**config.mk**
```make
export PLATFORM = sky130hd
export DESIGN_NAME = ncs_dist_unit
export DESIGN_NICKNAME = d
export VERILOG_FILES = /design/src/rtl/core/ncs_pkg.sv /design/src/rtl/core/ncs_dist_unit.sv
export SDC_FILE = /design/constraint.sdc
export NUM_CORES = 1
export LEC_CHECK = 0
export BUFFER_PORTS_ARGS = -buffer_cell sky130_fd_sc_hd__clkbuf_2
export CAP_MARGIN = 20
export CELL_PAD_IN_SITES_DETAIL_PLACEMENT = 0
export CELL_PAD_IN_SITES_GLOBAL_PLACEMENT = 1
export CORE_ASPECT_RATIO = 0.9
export CORE_MARGIN = 10
export CORE_UTILIZATION = 30
export DETAILED_ROUTE_END_ITERATION = 8
export PLACE_DENSITY_LB_ADDON = 0.15
export SYNTH_ARGS = -nofsm -noshare
export SYNTH_HDL_FRONTEND = slang
export SYNTH_SLANG_ARGS = --single-unit
```
**constraint.sdc**
```tcl
create_clock -name clk -period 20.1 [get_ports clk]
set_input_delay 4.02 -clock clk [delete_from_list [all_inputs] [get_ports clk]]
set_output_delay 4.02 -clock clk [all_outputs]
set_load 0.02 [all_outputs]
```
**src/rtl/core/ncs_pkg.sv**
```systemverilog
// ----------------------------------------------------------------------------
// ncs_pkg
// Shared widths, register indexes and control types of the nearest codeword
// search block.
// ----------------------------------------------------------------------------
package ncs_pkg;

  localparam int SAMPLE_W    = 8;
  localparam int ENTRY_W     = 10;
  localparam int ELEMENT_W   = 8;
  localparam int DIST_W      = 24;
  localparam int SQ_W        = 16;
  localparam int CFG_INDEX_W = 8;
  localparam int CFG_DATA_W  = 11;
  localparam int ENT_CFG_W   = 11;
  localparam int DIM_CFG_W   = 9;

  localparam int DEF_MAX_ENTRIES = 1024;
  localparam int DEF_MAX_DIM     = 256;

  localparam logic [ENT_CFG_W-1:0] ENT_RESET = 11'd1024;
  localparam logic [DIM_CFG_W-1:0] DIM_RESET = 9'd192;

  localparam logic [CFG_INDEX_W-1:0] REG_ENTRIES = 8'd0;
  localparam logic [CFG_INDEX_W-1:0] REG_DIMS    = 8'd1;

  typedef struct packed {
    logic valid;
    logic last;
  } elem_ctl_t;

  typedef struct packed {
    logic              done;
    logic [DIST_W-1:0] total;
  } dist_res_t;

endpackage

```
**src/rtl/core/ncs_dist_unit.sv**
```systemverilog
// ----------------------------------------------------------------------------
// ncs_dist_unit
// Shared subtract, square and accumulate unit: one element pair per cycle,
// gives the squared distance of an entry on its last element.
// ----------------------------------------------------------------------------
module ncs_dist_unit
  import ncs_pkg::*;
(
  input  logic                clk,
  input  logic                rst,
  input  elem_ctl_t           ctl,
  input  logic [SAMPLE_W-1:0] code,
  input  logic [SAMPLE_W-1:0] query,
  output dist_res_t           res
);

  logic signed [SAMPLE_W:0]     diff;
  logic signed [2*SAMPLE_W+1:0] prod;
  logic [SQ_W-1:0]              sq;
  elem_ctl_t                    sq_ctl;
  logic [DIST_W-1:0]            acc;
  logic [DIST_W-1:0]            sum;

  assign diff = $signed({1'b0, code}) - $signed({1'b0, query});
  assign prod = diff * diff;
  assign sum  = acc + DIST_W'(sq);

  always_ff @(posedge clk) begin
    sq <= prod[SQ_W-1:0];
    if (sq_ctl.valid && sq_ctl.last) begin
      res.total <= sum;
    end
    if (rst) begin
      sq_ctl   <= '0;
      acc      <= '0;
      res.done <= 1'b0;
    end else begin
      sq_ctl   <= ctl;
      res.done <= 1'b0;
      if (sq_ctl.valid) begin
        if (sq_ctl.last) begin
          acc      <= '0;
          res.done <= 1'b1;
        end else begin
          acc <= sum;
        end
      end
    end
  end

endmodule

```
# == After elaboration in Yosys (flattened, before gate mapping) ==
# Index checks and enable logic that the tools add are counted.
# word_totals
output_inout_bits,25
input_bits,20
register_bits,67
# classes
mul,1
add_sub_neg,2
bitwise,1
mux,2
n_reduce_logical,2
# ops
cell,count
adder 24 x 16 -> 24 bit,1
2-to-1 mux 24 bit,1
multiplier 9 x 9 -> 16 bit,1
subtractor 8 x 8 -> 9 bit,1
OR reduction 2 bit,1
logical AND 1 bit,1
2-to-1 mux 1 bit,1
inverter 1 bit,1

# == Longest topological paths before layout ==
# depth
ltp_word,2
depth_mapped,26
ltp_nobuf,26

# == Worst setup path after synthesis ==
# No wires, ideal clock.
# synth_timing
path_type,input to register
startpoint,input port query[1]
endpoint,register sq[15]
t_arrival_ns,9.595
n_path_buf,1
required_ns,20.028
stages,24
slack_ns,10.433
cell_sequence,inv_1 > ha_1 > nor2b_1 > o21ai_0 > a21boi_1 > o31a_1 > o22ai_1 > buf_4 > mux2_2 > fa_1 > inv_1 > fa_1 > inv_1 > fa_1 > fa_1 > inv_1 > fa_1 > inv_1 > ha_1 > o21a_1 > o31ai_1 > a21oi_1 > a31oi_1 > xnor2_1
# synth_via
elab_chain_cells,2
# synth_lines
element,line,source
"start, declared",ncs_dist_unit.sv:13,"input logic [SAMPLE_W-1:0] query,"
subtractor 8 x 8 -> 9 bit,ncs_dist_unit.sv:24,"assign diff = $signed({1'b0, code}) - $signed({1'b0, query});"
multiplier 9 x 9 -> 16 bit,ncs_dist_unit.sv:25,assign prod = diff * diff;
named net prod[15],ncs_dist_unit.sv:18,logic signed [2*SAMPLE_W+1:0] prod;
"end signal, assigned",ncs_dist_unit.sv:29,sq <= prod[SQ_W-1:0];
"end, declared",ncs_dist_unit.sv:19,logic [SQ_W-1:0] sq;
# The timed path passes the listed nets, and every way through them passes these cells.
# A chain may end at the register's enable or synchronous reset.

# == Worst setup path in the final report ==
# layout_timing
startpoint,input port code[0]
endpoint,register sq[15]
# layout_via
elab_chain_cells,2
# layout_lines
element,line,source
"start, declared",ncs_dist_unit.sv:12,"input logic [SAMPLE_W-1:0] code,"
subtractor 8 x 8 -> 9 bit,ncs_dist_unit.sv:24,
multiplier 9 x 9 -> 16 bit,ncs_dist_unit.sv:25,
named net prod[15],ncs_dist_unit.sv:18,
# The timed path passes the listed nets, and every way through them passes these cells.

==> results by group <==
Global routing
  – Remaining Overflow, GRT: 0
  – Total GRT Usage: 10.3%
  – Largest net degree at the start of global routing: 39
  – Vias in the first global route: 4542
  – Antenna violations before repair: 0
  – Global-route wire length before repair: 22700 µm

Yosys
  – Area contributors post-synth: fa_1 18%, dfxtp_1 14%, edfxtp_1 12%
  – Cells after Synth: 631
  – Synth unique cells: just under 70
  – Register area share after synthesis: between 20% and 30%
  – Avg Cell Area, Syn: 9.55 µm²
  – Async S/R FF share, synth: 0%
  – Top cell type by total area after synthesis: fa_1
  – Area share of the largest cell type after synthesis: between 15 and 20%
  – YS warnings: 0
  – FF+latch count, synth: between 60 and 70
  – Syn_nets: ~760
  – Post-Syn Area: 6030 µm²
  – Synth Flop Type: dfxtp_1
  – Post-synth EDFFs: 24

Floorplanning
  – Core footprint: 19900 µm²
  – Initial Util: 30.3%
  – IO Count: 45
  – Die height: roughly 150 µm
  – Die ar.: ~26000 µm²
  – Die X: approximately 170 µm
  – Num rows: 49

Job
  – Max Cap Violations: 0

Worst setup path
  – Crit. Startpoint: code[0]
  – CP peak stage delay: roughly 750 ps
  – Crit-path slowest cell: a21oi_1
  – Crit path max fanout: 13
  – Crit Path Class: in -> reg
  – CP required: 20350 ps
  – Critical path arrival: approximately 10000 ps
  – Startpoint types: input port
  – Crit end category: flop
  – RR Startpoint: acc[2]

Routing
  – Drt total wl: between 10000 and 15000 µm
  – Post-DRT Antenna Nets: 0
  – Drt pass-1 iters: 4
  – DRC viols: 0
  – 1st-iter DRT viols: roughly 180
  – WL per Instance: 13.9 µm
  – Met3 routed WL: about 360 µm
  – Vias: roughly 4200
  – Uppermost layer routed: met4
  – Via density: roughly 4.5
  – Met1 wire length: between 6000 and 7000 µm
  – Met2 WL post-DR: between 5000 and 6000 µm

Final layout
  – Fin nets: ~800
  – Most frequent cells in the layout: 91 x inv_1, 57 x ha_1, 53 x fa_1, 45 x nor2_1, 44 x clkbuf_2
  – Fin cells: between 900 and 1000
  – Fillers: 2072
  – Most common cell after layout, fill and taps aside: inv_1
  – Fin util: between 30% and 40%
  – Antenna cell count: 0
  – Layout overhead on the synthesized area: 12.7%
  – Share of layout cells above drive strength 1: a little over an eighth

Timing
  – Max Slew Vio Count: 0
  – Setup TNS Final: 0 ps
  – Rel. slew slack: between 30 and 40%
  – Final period util: between 40% and 50%
  – RSZ-0062 raised after global routing: no
  – Setup Skew: between 7 and 8 ps
  – Max frequency: about 100 MHz
  – Fin. Hold Viols: 0
  – Fin crit period: between 10000 and 15000 ps
  – Hold Worst Slack: slightly below 500 ps
  – Worst slew pin tran: between 900 and 1000 ps
  – Final setup fails: 0

Placed design
  – DP HPWL: roughly 10000 µm
  – GP Congestion: between 0.7 and 0.8
  – Placed cells: 914
  – Buffers on Ports: 44

Clock network
  – Skew-Pair Late Insertion Delay: between 300 and 400 ps
  – TritonCTS Buffers: 9
  – CTS H-tree lvls: 3
  – CTS resizes: 0
  – Root Driver: clkbuf_16
  – Hold Buf Count CTS: 0
  – Postcts setup bufs: 0
  – Clk pin slew, worst setup/hold paths: 60 ps
  – Deepest clock path buffer count: 2
  – # clock sinks: 66
  – CTS tree: yes

Worst hold path
  – Startpoint of the worst hold path: acc[9]
  – Worst hold path type: reg -> reg

Outcome
  – Status: completed
-- routing by layer --
metal / track usage (%) / vias to the layer above
met5: 0 / -
met4: 2.26 / 0
met3: 1.98 / 9
met2: 16.6 / 49
met1: 14.0 / 1978
li1: - / 2196
-- flip-flops by register name, summed over array words and instances, names as in the netlist --
name / flops
res: 25
sq: 15
sq_ctl: 2
acc: 24
-- worst max-delay path: cells and delay by family --
family / cells / cell delay [ps]
buffers and inverters: 7 / 770
AND/OR/NAND/NOR: 3 / 660
XOR/XNOR: 1 / 140
adder cells (fa/ha/maj): 8 / 2930
AO/OA/AOI/OAI: 7 / 1760
-- synthesized netlist by cell type, drive strengths merged (5+ instances only) --
cell / number
nor3b: 6
a21oi: 28
mux2: 5
nand2b: 20
edfxtp: 24
nor2: 45
nand4: 7
nor2b: 15
clkbuf: 13
a31oi: 9
o21a: 7
o21ai: 10
and2: 12
nand2: 37
mux2i: 7
xnor2: 35
a21o: 5
nor3: 11
dfxtp: 42
nand3: 13
fa: 53
inv: 92
xor2: 12
buf: 7
ha: 57
-- per-stage QoR --
| stage | setup slack [ps] | cell area [µm²] |
|---|---|---|
| floorplan | 10430 | 6030 |
| global placement | 9810 | 6490 |
| detailed placement | 9700 | 6490 |
| CTS | 10030 | 6770 |
| global route | 9450 | 6790 |
| finish | 10070 | 6790 |
-- final cells by class --
class	instances	area [µm²]	area share, %
Multi-Input combinational cell	453	4020	59.2
Sequential cell	66	1560	23.0
Inverter	92	345	5.08
Tap cell	255	319	4.70
Timing Repair Buffer	49	278	4.09
Clock buffer	9	225	3.32
Clock inverter	7	45.0	0.663
-- worst paths after layout --
kind              to  slack [ps]  depth (start not counted)
max reg2reg  res[19]       17450                          7
max           sq[15]       10070                         26
min           acc[9]         490                          1
min reg2reg   acc[9]         490                          1
-- kinds of logic (layout without fill, tap and decap cells) --
| group | after synthesis | in the layout | synth area share (%) |
|---|---|---|---|
| muxes | 12 | 12 | 2.10 |
| xor gates and xnor gates | 47 | 47 | 6.83 |
| adders and majority gates | 110 | 110 | 29.4 |
| buffers and inverters | 112 | 157 | 7.43 |
| DFF | 66 | 66 | 25.9 |
| and+or+nand+nor | 189 | 189 | 16.6 |
| AOI/OAI and AO/OA | 95 | 95 | 11.7 |
Power is not shown: default switching activity piles up to over one toggle a cycle in this logic, so the estimate is an artifact.
